File: src/rtl/decimal_timestamp_parser_assert.svh
// Assertion macros shared by the timestamp parser modules.
// Needs nothing else; each macro takes a label, clock, active-low reset and two expressions.
`ifndef DECIMAL_TIMESTAMP_PARSER_ASSERT_SVH
`define DECIMAL_TIMESTAMP_PARSER_ASSERT_SVH

// Same-cycle implication.
`define DTP_ASSERT_NOW(label, clk, rst_n, ante, cons) \
    label: assert property (@(posedge clk) disable iff (!(rst_n)) (ante) |-> (cons)) \
        else $error("timestamp parser assertion failed");

// Next-cycle implication.
`define DTP_ASSERT_NEXT(label, clk, rst_n, ante, cons) \
    label: assert property (@(posedge clk) disable iff (!(rst_n)) (ante) |=> (cons)) \
        else $error("timestamp parser assertion failed");

`endif

File: src/rtl/dtp_pkg.sv
// Shared types and constants for the decimal timestamp parser.
// No dependencies; used by dtp_front, dtp_queue, dtp_back and the top level.
package dtp_pkg;

    localparam int unsigned FRAC_DIGITS     = 9;
    localparam int unsigned DTP_QUEUE_DEPTH = 4;

    localparam logic [7:0] CHAR_ZERO  = 8'h30;
    localparam logic [7:0] CHAR_NINE  = 8'h39;
    localparam logic [7:0] CHAR_POINT = 8'h2E;

    typedef enum logic [1:0] {
        KIND_DIGIT,
        KIND_POINT,
        KIND_BAD
    } t_kind;

    typedef enum logic [2:0] {
        ST_OK,
        ST_BAD_CHAR,
        ST_SECOND_POINT,
        ST_LONG_FRACTION,
        ST_TOO_SHORT
    } t_status;

    typedef struct packed {
        t_kind      kind;
        logic [3:0] digit;
        logic       last;
    } t_tok;

endpackage

File: src/rtl/decimal_timestamp_parser.sv
// Decimal timestamp parser: one ASCII character per push beat, one result beat per text
// (on the character marked last), giving seconds, nanoseconds and a status. A character can
// be pushed every cycle while full is low; a result reaches the output ports through the
// front register, the token queue and the result register. full rises only while a
// finished result waits unpopped and the token queue and front register have filled
// behind it.
// Depends on dtp_pkg, dtp_front, dtp_queue and dtp_back.
module decimal_timestamp_parser
    import dtp_pkg::*;
#(
    parameter int unsigned QUEUE_DEPTH = DTP_QUEUE_DEPTH
) (
    input  logic        i_clk,
    input  logic        i_rst_n,
    input  logic        push,
    output logic        full,
    input  logic [7:0]  i_char_code,
    input  logic        i_last_char,
    output logic        empty,
    input  logic        pop,
    output logic [31:0] o_seconds,
    output logic [29:0] o_nanoseconds,
    output logic [2:0]  o_status
);

    logic    front_valid;
    t_tok    front_tok;
    logic    q_full;
    logic    q_valid;
    t_tok    q_tok;
    logic    q_take;
    t_status status;

    dtp_front u_front (
        .i_clk       (i_clk),
        .i_rst_n     (i_rst_n),
        .i_push      (push),
        .o_full      (full),
        .i_char_code (i_char_code),
        .i_last_char (i_last_char),
        .o_tok_valid (front_valid),
        .o_tok       (front_tok),
        .i_q_full    (q_full)
    );

    dtp_queue #(
        .DEPTH (QUEUE_DEPTH)
    ) u_queue (
        .i_clk      (i_clk),
        .i_rst_n    (i_rst_n),
        .i_wr_valid (front_valid),
        .i_wr_tok   (front_tok),
        .o_full     (q_full),
        .o_rd_valid (q_valid),
        .o_rd_tok   (q_tok),
        .i_rd_take  (q_take)
    );

    dtp_back u_back (
        .i_clk         (i_clk),
        .i_rst_n       (i_rst_n),
        .i_tok_valid   (q_valid),
        .i_tok         (q_tok),
        .o_tok_take    (q_take),
        .o_empty       (empty),
        .i_pop         (pop),
        .o_seconds     (o_seconds),
        .o_nanoseconds (o_nanoseconds),
        .o_status      (status)
    );

    assign o_status = status;

endmodule

File: src/rtl/dtp_front.sv
// Front end: accepts one character beat per cycle while o_full is low and classifies it into a token.
// Depends on dtp_pkg; feeds dtp_queue.
module dtp_front
    import dtp_pkg::*;
(
    input  logic       i_clk,
    input  logic       i_rst_n,
    input  logic       i_push,
    output logic       o_full,
    input  logic [7:0] i_char_code,
    input  logic       i_last_char,
    output logic       o_tok_valid,
    output t_tok       o_tok,
    input  logic       i_q_full
);

    logic r_valid;
    logic n_valid;
    t_tok r_tok;
    t_tok cls_tok;
    logic accept;

    always_comb begin
        cls_tok.digit = i_char_code[3:0];
        cls_tok.last  = i_last_char;
        if (i_char_code == CHAR_POINT) begin
            cls_tok.kind = KIND_POINT;
        end else if (i_char_code >= CHAR_ZERO && i_char_code <= CHAR_NINE) begin
            cls_tok.kind = KIND_DIGIT;
        end else begin
            cls_tok.kind = KIND_BAD;
        end
    end

    assign o_full      = r_valid && i_q_full;
    assign accept      = i_push && !o_full;
    assign n_valid     = accept || (r_valid && i_q_full);
    assign o_tok_valid = r_valid;
    assign o_tok       = r_tok;

    always_ff @(posedge i_clk) begin
        if (!i_rst_n) begin
            r_valid <= 1'b0;
        end else begin
            r_valid <= n_valid;
        end
    end

    always_ff @(posedge i_clk) begin
        if (accept) begin
            r_tok <= cls_tok;
        end
    end

endmodule

File: src/rtl/dtp_queue.sv
// Short token queue between the front end and the back end.
// Depends on dtp_pkg for the token type.
`include "decimal_timestamp_parser_assert.svh"
module dtp_queue
    import dtp_pkg::*;
#(
    parameter int unsigned DEPTH = DTP_QUEUE_DEPTH
) (
    input  logic i_clk,
    input  logic i_rst_n,
    input  logic i_wr_valid,
    input  t_tok i_wr_tok,
    output logic o_full,
    output logic o_rd_valid,
    output t_tok o_rd_tok,
    input  logic i_rd_take
);

    localparam int unsigned PTR_W = (DEPTH > 1) ? $clog2(DEPTH) : 1;
    localparam int unsigned CNT_W = $clog2(DEPTH + 1);

    t_tok             r_mem [DEPTH];
    logic [PTR_W-1:0] r_wr_ptr;
    logic [PTR_W-1:0] r_rd_ptr;
    logic [CNT_W-1:0] r_count;
    logic [PTR_W-1:0] n_wr_ptr;
    logic [PTR_W-1:0] n_rd_ptr;
    logic [CNT_W-1:0] n_count;
    logic             wr;
    logic             rd;

    assign o_full     = (r_count == CNT_W'(DEPTH));
    assign o_rd_valid = (r_count != '0);
    assign o_rd_tok   = r_mem[r_rd_ptr];
    assign wr         = i_wr_valid && !o_full;
    assign rd         = i_rd_take && o_rd_valid;

    always_comb begin
        n_wr_ptr = r_wr_ptr;
        n_rd_ptr = r_rd_ptr;
        n_count  = r_count;
        if (wr) begin
            n_wr_ptr = (r_wr_ptr == PTR_W'(DEPTH - 1)) ? '0 : r_wr_ptr + 1'b1;
        end
        if (rd) begin
            n_rd_ptr = (r_rd_ptr == PTR_W'(DEPTH - 1)) ? '0 : r_rd_ptr + 1'b1;
        end
        if (wr && !rd) begin
            n_count = r_count + 1'b1;
        end else if (rd && !wr) begin
            n_count = r_count - 1'b1;
        end
    end

    always_ff @(posedge i_clk) begin
        if (!i_rst_n) begin
            r_wr_ptr <= '0;
            r_rd_ptr <= '0;
            r_count  <= '0;
        end else begin
            r_wr_ptr <= n_wr_ptr;
            r_rd_ptr <= n_rd_ptr;
            r_count  <= n_count;
        end
    end

    always_ff @(posedge i_clk) begin
        if (wr) begin
            r_mem[r_wr_ptr] <= i_wr_tok;
        end
    end

    `DTP_ASSERT_NOW(a_count_bound, i_clk, i_rst_n, 1'b1, r_count <= CNT_W'(DEPTH))
    `DTP_ASSERT_NEXT(a_count_step, i_clk, i_rst_n, wr && !rd, r_count == $past(r_count) + 1'b1)

endmodule

File: src/rtl/dtp_back.sv
// Back end: runs the seconds/nanoseconds accumulators over tokens and holds the result beat.
// Depends on dtp_pkg; reads tokens from dtp_queue.
`include "decimal_timestamp_parser_assert.svh"
module dtp_back
    import dtp_pkg::*;
(
    input  logic        i_clk,
    input  logic        i_rst_n,
    input  logic        i_tok_valid,
    input  t_tok        i_tok,
    output logic        o_tok_take,
    output logic        o_empty,
    input  logic        i_pop,
    output logic [31:0] o_seconds,
    output logic [29:0] o_nanoseconds,
    output t_status     o_status
);

    localparam logic [29:0] NSEC_LIMIT = 30'd1000000000;

    function automatic logic [31:0] sat_push(input logic [31:0] acc, input logic [3:0] dig);
        logic [35:0] v;
        v = 36'({acc, 3'b000}) + 36'({acc, 1'b0}) + 36'(dig);
        return (v[35:32] != 4'd0) ? '1 : v[31:0];
    endfunction

    // weight of the next fraction digit: 10^(8-idx)
    function automatic logic [26:0] frac_weight(input logic [3:0] idx);
        logic [26:0] w;
        case (idx)
            4'd0:    w = 27'd100000000;
            4'd1:    w = 27'd10000000;
            4'd2:    w = 27'd1000000;
            4'd3:    w = 27'd100000;
            4'd4:    w = 27'd10000;
            4'd5:    w = 27'd1000;
            4'd6:    w = 27'd100;
            4'd7:    w = 27'd10;
            4'd8:    w = 27'd1;
            default: w = 27'd0;
        endcase
        return w;
    endfunction

    function automatic logic [29:0] lead_weight(input logic [3:0] k);
        logic [29:0] w;
        case (k)
            4'd1:    w = 30'd100000000;
            4'd2:    w = 30'd200000000;
            4'd3:    w = 30'd300000000;
            4'd4:    w = 30'd400000000;
            4'd5:    w = 30'd500000000;
            4'd6:    w = 30'd600000000;
            4'd7:    w = 30'd700000000;
            4'd8:    w = 30'd800000000;
            4'd9:    w = 30'd900000000;
            default: w = 30'd0;
        endcase
        return w;
    endfunction

    logic [31:0]                 r_int,    n_int;
    logic [31:0]                 r_high,   n_high;
    logic [29:0]                 r_low,    n_low;
    logic [3:0]                  r_wcnt,   n_wcnt;
    logic [29:0]                 r_frac,   n_frac;
    logic [3:0]                  r_fcnt,   n_fcnt;
    logic                        r_point,  n_point;
    t_status                     r_err,    n_err;
    logic [FRAC_DIGITS-1:0][3:0] r_digits, n_digits;

    logic        r_res_valid, n_res_valid;
    logic [31:0] r_sec,       n_sec;
    logic [29:0] r_nsec,      n_nsec;
    t_status     r_status,    n_status;

    logic        take;
    logic [3:0]  d;
    logic [3:0]  lead;
    logic [29:0] rem;
    logic [33:0] low_grow;
    logic [33:0] low_roll;
    logic [30:0] frac_add;
    logic [30:0] frac_sum;

    assign take       = i_tok_valid && (!i_tok.last || !r_res_valid || i_pop);
    assign o_tok_take = take;
    assign d          = i_tok.digit;
    assign lead       = r_digits[FRAC_DIGITS-1];
    assign rem        = r_low - lead_weight(lead);
    assign low_grow   = 34'({r_low, 3'b000}) + 34'({r_low, 1'b0}) + 34'(d);
    assign low_roll   = 34'({rem, 3'b000}) + 34'({rem, 1'b0}) + 34'(d);
    assign frac_add   = 31'(d) * 31'(frac_weight(r_fcnt));
    assign frac_sum   = 31'(r_frac) + frac_add;

    always_comb begin
        n_int       = r_int;
        n_high      = r_high;
        n_low       = r_low;
        n_wcnt      = r_wcnt;
        n_frac      = r_frac;
        n_fcnt      = r_fcnt;
        n_point     = r_point;
        n_err       = r_err;
        n_digits    = r_digits;
        n_res_valid = r_res_valid && !i_pop;
        n_sec       = r_sec;
        n_nsec      = r_nsec;
        n_status    = r_status;
        if (take) begin
            if (r_err == ST_OK) begin
                unique case (i_tok.kind)
                    KIND_POINT: begin
                        if (r_point) begin
                            n_err = ST_SECOND_POINT;
                        end else begin
                            n_point = 1'b1;
                        end
                    end
                    KIND_DIGIT: begin
                        if (r_point) begin
                            if (r_fcnt >= 4'(FRAC_DIGITS)) begin
                                n_err  = ST_LONG_FRACTION;
                                n_fcnt = 4'(FRAC_DIGITS + 1);
                            end else begin
                                n_frac = frac_sum[29:0];
                                n_fcnt = r_fcnt + 4'd1;
                            end
                        end else begin
                            n_int    = sat_push(r_int, d);
                            n_digits = {r_digits[FRAC_DIGITS-2:0], d};
                            if (r_wcnt >= 4'(FRAC_DIGITS)) begin
                                n_high = sat_push(r_high, lead);
                                n_low  = low_roll[29:0];
                            end else begin
                                n_low  = low_grow[29:0];
                                n_wcnt = r_wcnt + 4'd1;
                            end
                        end
                    end
                    default: begin
                        n_err = ST_BAD_CHAR;
                    end
                endcase
            end
            if (i_tok.last) begin
                n_res_valid = 1'b1;
                n_status    = n_err;
                n_sec       = '0;
                n_nsec      = '0;
                if (n_err == ST_OK) begin
                    if (n_point) begin
                        n_sec  = n_int;
                        n_nsec = n_frac;
                    end else if (n_wcnt < 4'(FRAC_DIGITS)) begin
                        n_status = ST_TOO_SHORT;
                    end else begin
                        n_sec  = n_high;
                        n_nsec = n_low;
                    end
                end
                n_int   = '0;
                n_high  = '0;
                n_low   = '0;
                n_wcnt  = '0;
                n_frac  = '0;
                n_fcnt  = '0;
                n_point = 1'b0;
                n_err   = ST_OK;
            end
        end
    end

    always_ff @(posedge i_clk) begin
        if (!i_rst_n) begin
            r_int       <= '0;
            r_high      <= '0;
            r_low       <= '0;
            r_wcnt      <= '0;
            r_frac      <= '0;
            r_fcnt      <= '0;
            r_point     <= 1'b0;
            r_err       <= ST_OK;
            r_res_valid <= 1'b0;
        end else begin
            r_int       <= n_int;
            r_high      <= n_high;
            r_low       <= n_low;
            r_wcnt      <= n_wcnt;
            r_frac      <= n_frac;
            r_fcnt      <= n_fcnt;
            r_point     <= n_point;
            r_err       <= n_err;
            r_res_valid <= n_res_valid;
        end
    end

    // window digits and result payload
    always_ff @(posedge i_clk) begin
        r_digits <= n_digits;
        r_sec    <= n_sec;
        r_nsec   <= n_nsec;
        r_status <= n_status;
    end

    assign o_empty       = !r_res_valid;
    assign o_seconds     = r_sec;
    assign o_nanoseconds = r_nsec;
    assign o_status      = r_status;

    `DTP_ASSERT_NOW(a_err_zero, i_clk, i_rst_n, r_res_valid && r_status != ST_OK,
        r_sec == '0 && r_nsec == '0)
    `DTP_ASSERT_NOW(a_nsec_range, i_clk, i_rst_n, r_res_valid, r_nsec < NSEC_LIMIT)
    `DTP_ASSERT_NEXT(a_clear_after_last, i_clk, i_rst_n, take && i_tok.last,
        r_wcnt == '0 && r_fcnt == '0 && !r_point && r_err == ST_OK && r_res_valid)

endmodule

File: config.mk
export PLATFORM = sky130hd
export DESIGN_NAME = decimal_timestamp_parser
export DESIGN_NICKNAME = d
export VERILOG_FILES = /design/src/rtl/dtp_pkg.sv /design/src/rtl/decimal_timestamp_parser.sv /design/src/rtl/dtp_front.sv /design/src/rtl/dtp_queue.sv /design/src/rtl/dtp_back.sv
export VERILOG_INCLUDE_DIRS = /design/src /design/src/rtl
export SDC_FILE = /design/constraint.sdc
export NUM_CORES = 1
export LEC_CHECK = 0
export ABC_AREA = 1
export BUFFER_PORTS_ARGS = -buffer_cell sky130_fd_sc_hd__buf_2
export CORE_MARGIN = 1
export CORE_UTILIZATION = 43
export CTS_CLUSTER_DIAMETER = 50
export DETAILED_ROUTE_END_ITERATION = 8
export HOLD_SLACK_MARGIN = 0.15
export SYNTH_ARGS = -nofsm -noshare
export SYNTH_HDL_FRONTEND = slang
export SYNTH_HIERARCHICAL = 1
export SYNTH_SLANG_ARGS = --single-unit
File: constraint.sdc
create_clock -name i_clk -period 5.4 [get_ports i_clk]
set_clock_uncertainty 0.1 [all_clocks]
set_input_delay 0 -clock i_clk [delete_from_list [all_inputs] [get_ports i_clk]]
set_output_delay 0 -clock i_clk [all_outputs]
set_load 0.01 [all_outputs]
## Word-level counts from Yosys, hierarchy flattened

Memories as Yosys holds them, arrays and structs flattened. A register that Yosys moved wholly into a read port is not among the register bits.
Index checks and enable logic that the tools add are counted.

- Word-level logic and storage cells: 155
- Memories kept: 3
- Input port bits: 13
- Flip-flop bits (word level): 253
- Bits in read-only memories: 736
- RAM bits: 28

- Reduce and logical (&&, ||, !) cells: 32
- Equal/unequal tests: 5
- Add/sub/neg operators: 16
- Bitwise logic cells: 1
- Order comparisons: 5
- Muxes and demuxes: 64
- $mul: 1

Memories:

| memory | depth | width | read ports | clocked after memory_dff | write ports | RTL line | RTL |
|---|---|---|---|---|---|---|---|
| (name not given) | 16 | 25 | 1 | 1 | 0 | dtp_back.sv:30 | `case (idx)` |
| (name not given) | 16 | 21 | 1 | 1 | 0 | dtp_back.sv:47 | `case (k)` |
| u_queue.r_mem | 4 | 7 | 1 | 1 | 1 | dtp_queue.sv:22 | `t_tok r_mem [DEPTH];` |

Operator list:

| operator | number |
|---|---|
| $mux 32 | 13 |
| $mux 30 | 12 |
| $add 30x30->30 | 3 |
| $add 35x33->36 | 2 |
| $add 36x4->36 | 2 |
| $add 30x4->30 | 2 |
| $mux 4 | 14 |
| $mux 3 | 11 |
| $mul 4x27->30 | 1 |
| $sub 29x29->29 | 1 |
| $mux 2 | 5 |
| $logic_and 1x1->1 | 9 |
| $add 4x1->4 const B | 2 |
| $eq 8x6->1 const B | 1 |
| $ge 4x4->1 const B | 2 |
| $ge 8x6->1 const B | 1 |
| $le 8x6->1 const B | 1 |
| $mux 1 | 8 |
| $reduce_and 4->1 | 2 |
| $reduce_bool 2->1 | 4 |
| $reduce_bool 4->1 | 2 |
| $logic_not 1->1 | 7 |
| $logic_not 3->1 | 2 |
| $pmux 3 s2 | 1 |
| 12 further kinds | 16 |

## Logic depth before layout (Yosys ltp)

Gate-level depths: netlist of run 1.

- Depth after elaboration: 10
- Gate-level depth with buffers: 30
- Depth with buffers taken out: 27

## Modules after synthesis

Netlist of run 1, hierarchy kept.

Modules (own cells, without submodules):

| module | cells an instance | sequential area each (sq um) | instances | area each (sq um) |
|---|---|---|---|---|
| dtp_back | 3511 | 6476.2 | 1 | 25261.7 |
| dtp_queue | 136 | 1021.0 | 1 | 1567.8 |
| dtp_front | 30 | 230.2 | 1 | 324.1 |

## Least setup slack after synthesis of run 1

Ideal clock, no wire load.

- Kind: register -> register
- Start point: register with a tool-made name
- End point: register u_back.r_nsec[22] (netlist: u_back/o_nanoseconds[22]) (data pin)
- Required time: 5030 ps
- Arrival: 4912 ps
- Slack: 118 ps
- Buffers on the path: 3
- Library setup time: 270 ps
- Cell stages (with the launch flop): 24
- Cells stage by stage: dfxtp_1 > buf_6 > o21ai_1 > o22ai_1 > clkbuf_1 > clkbuf_1 > nand2_1 > fa_1 > fa_1 > fa_1 > inv_1 > ha_1 > a21oi_1 > nand2_1 > a21oi_1 > o21ai_2 > a21oi_1 > o21ai_0 > nand2_1 > nand3b_1 > nand3_1 > o21ai_0 > nand2_1 > a21oi_1

RTL lines:

| item | RTL line | RTL |
|---|---|---|
| end signal: assignment | dtp_back.sv:202 | `r_nsec <= n_nsec;` |
| end: declaration | dtp_back.sv:74 | `logic [29:0] r_nsec, n_nsec;` |

==> results.txt, run 1 <==
Status: finished, final reports clean
Hold Crit Class: in2reg
Worst Setup End Kind: register
Post-synth ARST share: 0
GRT overflow: 0
Achievable clock frequency: 0.196 GHz
Sw Ratio: 0.521
Max-slew headroom: 0.340
Max cap viols: 0
R2r setup slk: 0.30 ns
Syn-to-layout area delta: 11.8%
Drt pass-1 iters: 5
GRT Util Overall: 0.234
Die area: 64,200 um2
Post-route DRC: 0
Total Power: 20.6 mW
Crit share post-route: 0.944
Net switching power: 10.7 mW
Reg power frac: 0.163
Hold wc startpoint: i_rst_n
Post-synthesis sequential area ratio: 0.285
Post-Syn Instances: 3,677
CP Class: reg2reg
Inst Count DP: 4,523
Slew Viols, Final: 0
Setup-failing EPs final: 0
Vias in the first global route: 23,300
Part of the power in combinational logic: 0.680
Clock slew at reported path FFs: 0.06 ns
CP Data Required Time: 5.67 ns
Most frequent cells in the layout: nand2_1, inv_1, a21oi_1
Initial core utilization: 0.438
Final Hold Viols: 0
Post-synth top area cell: edfxtp_1
Worst path arrival time: 5.36 ns
Ports: 80
CTS Buf Count: 48
Pint: 9.85 mW
Synth top area share: 0.150
Tmin final: 5.10 ns
Site row count: 91
WL per Instance: 15.9 um
Finished Layout Cells: 4,633
Register bit total from synthesis: 318
Average vias per placed instance: 5.19
Power per cell area: 678 nW/um2
Clock group share of total power: 0.157
Post-synth net total: 4,070
RR Endpoint: u_back/o_nanoseconds[25]
Clock tree sinks: 318
Largest net degree at the start of global routing: 121
Post-CTS setup buffer count: 0
CTS root buf: clkbuf_16
Die H: 253 um
Via count: 24,000
Leak pwr: 14.2 nW
Layout cells sized above 1: 0.0943
Synth area leaders: edfxtp_1, ha_1, dfxtp_1
Detail Route Antenna Nets: 0
VDD IR max: 0.793 mV
R2R cell count: 21
Post-layout nets: 4,149
Crit Path Max Fanout: 23
Yosys warnings: 6
Startpoint types: register
Initial antenna violation count: 0
Post-DP HPWL: 56,500 um
N_diodes: 0
CTS Buffer Depth: 3
Number of synthesized flops with an enable pin: 136
Slew @ Worst Pin: 0.989 ns
GPL Wtd Cong: 0.934
Setup TNS: 0 ns
Synth Flop Type: dfxtp_1
Core ar.: 62,100 um2
Yosys cell types: 57
# H-tree levels: 2
Initial DRC count: 1,548
Die X: 253 um
First-pass GRT wire length: 121,000 um
TritonCTS clock tree: built
Skew-Pair Late Insertion Delay: 0.63 ns
Synthesized cell area: 27,200 um2
Routed WL: 73,900 um
Mean Syn Cell Area: 7.38 um2
Unrepaired setup endpoints after global routing: false
Most common cell after layout, fill and taps aside: nand2_1
IO Port Bufs: 79
Hold depth: 4
Hold Path End: u_queue/r_wr_ptr[1]
[how the worst max path moves through the flow]
stage	depth (start not counted)	slack [ns]	end
finish	21	0.30	u_back/o_nanoseconds[25]
detailed placement	23	0.17	u_back/o_nanoseconds[28]
global route	21	0.02	u_back/o_nanoseconds[14]
global placement	23	0.25	u_back/o_nanoseconds[28]
CTS	23	0.18	u_back/o_nanoseconds[28]
floorplan	23	0.12	u_back/o_nanoseconds[22]
[cell usage after synthesis, types with 24 or more instances]
master,count
xor2_1,63
nor3_1,35
nor2_1,290
a21oi_1,405
clkbuf_1,79
xnor2_1,52
dfxtp_1,182
ha_1,302
o211ai_1,27
nand4_1,24
a21o_1,27
nand2_1,826
inv_1,450
fa_1,78
edfxtp_1,136
or2_2,67
nand3_1,259
o21ai_0,152
[cells by family after synthesis]
| family | after synthesis | share of synthesized area |
|---|---|---|
| AND/OR/NAND/NOR | 1572 | 0.251 |
| AO/OA/AOI/OAI | 717 | 0.147 |
| buffers and inverters | 574 | 0.0834 |
| adder cells (fa/ha/maj) | 380 | 0.197 |
| flip-flops | 318 | 0.285 |
| XOR/XNOR | 115 | 0.0371 |
| multiplexers | 1 | 0.000369 |
[critical path: stages (launching register included)]
cell	delay (ns)
dfxtp_2	0.35
inv_2	0.18
nor2_1	0.08
o22ai_2	0.22
buf_12	0.20
nand2_1	0.09
fa_1	0.49
fa_1	0.51
fa_1	0.51
inv_1	0.04
ha_1	0.33
nand2_1	0.07
o21ai_1	0.19
a21o_1	0.20
inv_1	0.05
o21ai_0	0.48
nand3_1	0.14
nand3_1	0.16
xnor2_1	0.18
a21oi_1	0.13
nand2_1	0.08
a21oi_1	0.07
[timing repair]
action,CTS,global route
hold buffers,20,0
setup endpoints to repair,0,7
resized for setup,0,5
endpoints found under the hold margin,49,0
[power groups by stage]
stage / clock network (mW) / registers, mW / logic (mW)
floorplan: 0 / 3.41 / 10.4
global placement: 0 / 3.40 / 13.9
detailed placement: 0 / 3.40 / 13.8
CTS: 3.32 / 3.35 / 13.9
global route: 3.42 / 3.40 / 16.0
finish: 3.24 / 3.35 / 14.0
[through the flow]
| stage | instance area (um2) | setup slack, ns | hold WS, ns | util |
|---|---|---|---|---|
| 6_report | 30400 | 0.304 | 0.242 | 0.489 |
| 5_1_grt | 30400 | 0.0177 | 0.247 | 0.489 |
| 4_1_cts | 30300 | 0.184 | 0.201 | 0.489 |
| 3_5_place_dp | 28500 | 0.166 | 0.0892 | 0.459 |
| 3_3_place_gp | 28500 | 0.253 | 0.0900 | 0.459 |
| 2_1_floorplan | 27200 | 0.118 | -0.00113 | - |
[layer usage]
metal | part of all wire | global-route usage | vias to the layer above
met1 | 0.49 | 0.332 | 11100
li1 | - | - | 12400
met4 | 0.022 | 0.0590 | 0
met5 | 0 | 0 | -
met2 | 0.43 | 0.367 | 488
met3 | 0.054 | 0.0366 | 96
[final cells by class]
type	instances	area, um2
Clock buffer	56	1250
Clock inverter	34	423
Fill cell	6302	31700
Inverter	467	1760
Multi-Input combinational cell	2785	17200
Sequential cell	318	7730
Tap cell	837	1050
Timing Repair Buffer	136	936
Note: power is estimated with default switching activity, not from simulation.
==> run 2: changes to the inputs <==
--- a/config.mk
+++ b/config.mk
@@ -10,6 +10,7 @@
 export BUFFER_PORTS_ARGS = -buffer_cell sky130_fd_sc_hd__buf_2
 export CORE_MARGIN = 1
 export CORE_UTILIZATION = 43
+export CTS_BUF_LIST = sky130_fd_sc_hd__clkbuf_16
 export CTS_CLUSTER_DIAMETER = 50
 export DETAILED_ROUTE_END_ITERATION = 8
 export HOLD_SLACK_MARGIN = 0.15
==> results.txt, run 2 (same netlist as run 1, synthesis figures left out) <==
Slew @ Worst Pin: 0.990 ns (+0.000840 ns)
Slew Viols, Final: 0 (unchanged)
Setup TNS: 0 ns (unchanged)
Reg power frac: 0.163 (about the same)
Final Hold Viols: 0 (unchanged)
GPL Wtd Cong: 0.934 (unchanged)
Inst Count DP: 4,523 (unchanged)
Layout cells sized above 1: 0.0938 (-0.000527)
Status: finished, final reports clean
Sw Ratio: 0.522 (+0.000716)
Worst Setup End Kind: register
First-pass GRT wire length: 121,000 um (about the same)
Net switching power: 10.7 mW (-0.13%)
Ports: 80 (unchanged)
Routed WL: 73,800 um (about the same)
Hold Crit Class: in2reg
TritonCTS clock tree: built
R2R cell count: 21 (unchanged)
Leak pwr: 14.2 nW (about the same)
Die area: 64,200 um2 (unchanged)
# H-tree levels: 2 (unchanged)
Power per cell area: 676 nW/um2 (-0.20%)
Die X: 253 um (unchanged)
Via count: 24,100 (+0.096%)
Achievable clock frequency: 0.196 GHz (about the same)
GRT Util Overall: 0.233 (about the same)
Slowest stage delay, CP: 0.51 ns (about the same)
Max-slew headroom: 0.339 (-0.000561)
WP depth: 21 (unchanged)
Startpoint types: register
Finished Core Util: 0.489 (about the same)
Average vias per placed instance: 5.19 (about the same)
Post-CTS setup buffer count: 0 (unchanged)
Crit Path Max Fanout: 23 (unchanged)
Worst path arrival time: 5.36 ns (about the same)
Syn-to-layout area delta: 11.7% (about the same)
Skew-Pair Late Insertion Delay: 0.63 ns (about the same)
Core ar.: 62,100 um2 (unchanged)
Worst-path cell chain: inv_2 > nor2_1 > o22ai_2 > buf_12 > nand2_1 > fa_1 > fa_1 > fa_1 > inv_1 > ha_1 > nand2_1 > o21ai_1 > a21o_1 > inv_1 > o21ai_0 > nand3_1 > nand3_1 > xnor2_1 > a21oi_1 > nand2_1 > a21oi_1
WL per Instance: 15.9 um (about the same)
Max cap viols: 0 (unchanged)
Unrepaired setup endpoints after global routing: false
CTS Buffer Depth: 3 (unchanged)
Vias in the first global route: 23,300 (-0.021%)
Part of the power in combinational logic: 0.681 (about the same)
Clock slew at reported path FFs: 0.06 ns (about the same)
Delay-heaviest family, CP: adder cells
Most frequent cells in the layout: nand2_1, inv_1, a21oi_1
Most common cell after layout, fill and taps aside: nand2_1
Tmin final: 5.09 ns (-0.00448 ns)
IO Port Bufs: 79 (unchanged)
Largest net degree at the start of global routing: 121 (unchanged)
Setup-failing EPs final: 0 (unchanged)
CP Class: reg2reg
Hold wc startpoint: i_rst_n
Initial DRC count: 1,541 (-0.45%)
Finished Layout Cells: 4,633 (unchanged)
Initial antenna violation count: 0 (unchanged)
N_diodes: 0 (unchanged)
CTS root buf: clkbuf_16
RR Endpoint: u_back/o_nanoseconds[25]
Initial core utilization: 0.438 (unchanged)
Site row count: 91 (unchanged)
CTS Buf Count: 48 (unchanged)
Critical path's slowest cell: fa_1
CP Data Required Time: 5.67 ns (about the same)
Drt pass-1 iters: 5 (unchanged)
Hold depth: 4 (unchanged)
Die H: 253 um (unchanged)
GRT overflow: 0 (unchanged)
Clock tree sinks: 318 (unchanged)
Post-DP HPWL: 56,500 um (unchanged)
Post-route DRC: 0 (unchanged)
Detail Route Antenna Nets: 0 (unchanged)
Clock group share of total power: 0.156 (about the same)
CP bufs+invs: 4 (unchanged)
R2r setup slk: 0.31 ns (about the same)
Crit share post-route: 0.943 (about the same)
Post-layout nets: 4,149 (unchanged)
Hold Path End: u_queue/r_wr_ptr[1]
VDD IR max: 0.795 mV (+0.19%)
Pint: 9.81 mW (-0.41%)
[run 2: changes by cell type in the layout (fill, tap and decap cells not counted)]
cell / before / now
inv_1: 447 / 453
clkbuf_8: 2 / 0
clkbuf_1: 6 / 0
clkinv_1: 3 / 5
[run 2: worst max-delay path by stage]
stage	start	end	slack, ns
5_1_grt	register	u_back/o_nanoseconds[14]	0.02
6_report	register	u_back/o_nanoseconds[25]	0.31
4_1_cts	register	u_back/o_nanoseconds[28]	0.18
2_1_floorplan	register	u_back/o_nanoseconds[22]	0.12
3_3_place_gp	register	u_back/o_nanoseconds[28]	0.25
3_5_place_dp	register	u_back/o_nanoseconds[28]	0.17
[run 2: metrics by stage]
| step | total power, mW | cell area, um2 | setup slack, ns | hold WS (ns) |
|---|---|---|---|---|
| after floorplan | 13.8 | 27200 | 0.118 | -0.00113 |
| after global placement | 17.3 | 28500 | 0.253 | 0.0900 |
| after detailed placement | 17.2 | 28500 | 0.166 | 0.0892 |
| after CTS | 20.6 | 30300 | 0.184 | 0.201 |
| after global routing | 22.7 | 30300 | 0.0177 | 0.247 |
| final | 20.5 | 30300 | 0.309 | 0.240 |
[run 2: per-layer routing]
metal	global-route usage	share of wire
met3	0.0366	0.052
met1	0.332	0.49
met4	0.0590	0.022
met2	0.366	0.43
met5	0	0
[run 2: worst min-delay path: cells and delay by family]
family / cells / cell delay (ns)
and+or+nand+nor: 2 / 0.14
buffers and inverters: 2 / 0.77
[run 2: layout make-up]
class,count,area (um2)
fill,6303,31700
multi-input combinational,2785,17200
sequential,318,7730
inverter,467,1760
clock buffer,48,1200
tap,837,1050
timing repair buffer,136,936
clock inverter,42,453
[run 2: timing repair]
item / CTS / global route
hold endpoints to repair: 49 / 0
resized for setup: 0 / 5
setup endpoints to repair: 0 / 7
hold buffers: 20 / 0
[run 2: power groups by stage]
stage               clock network [mW]  registers (mW)  logic, mW
floorplan                            0            3.41       10.4
global placement                     0            3.40       13.9
detailed placement                   0            3.40       13.8
CTS                               3.28            3.35       13.9
global route                      3.38            3.40       16.0
finish                            3.20            3.35       14.0
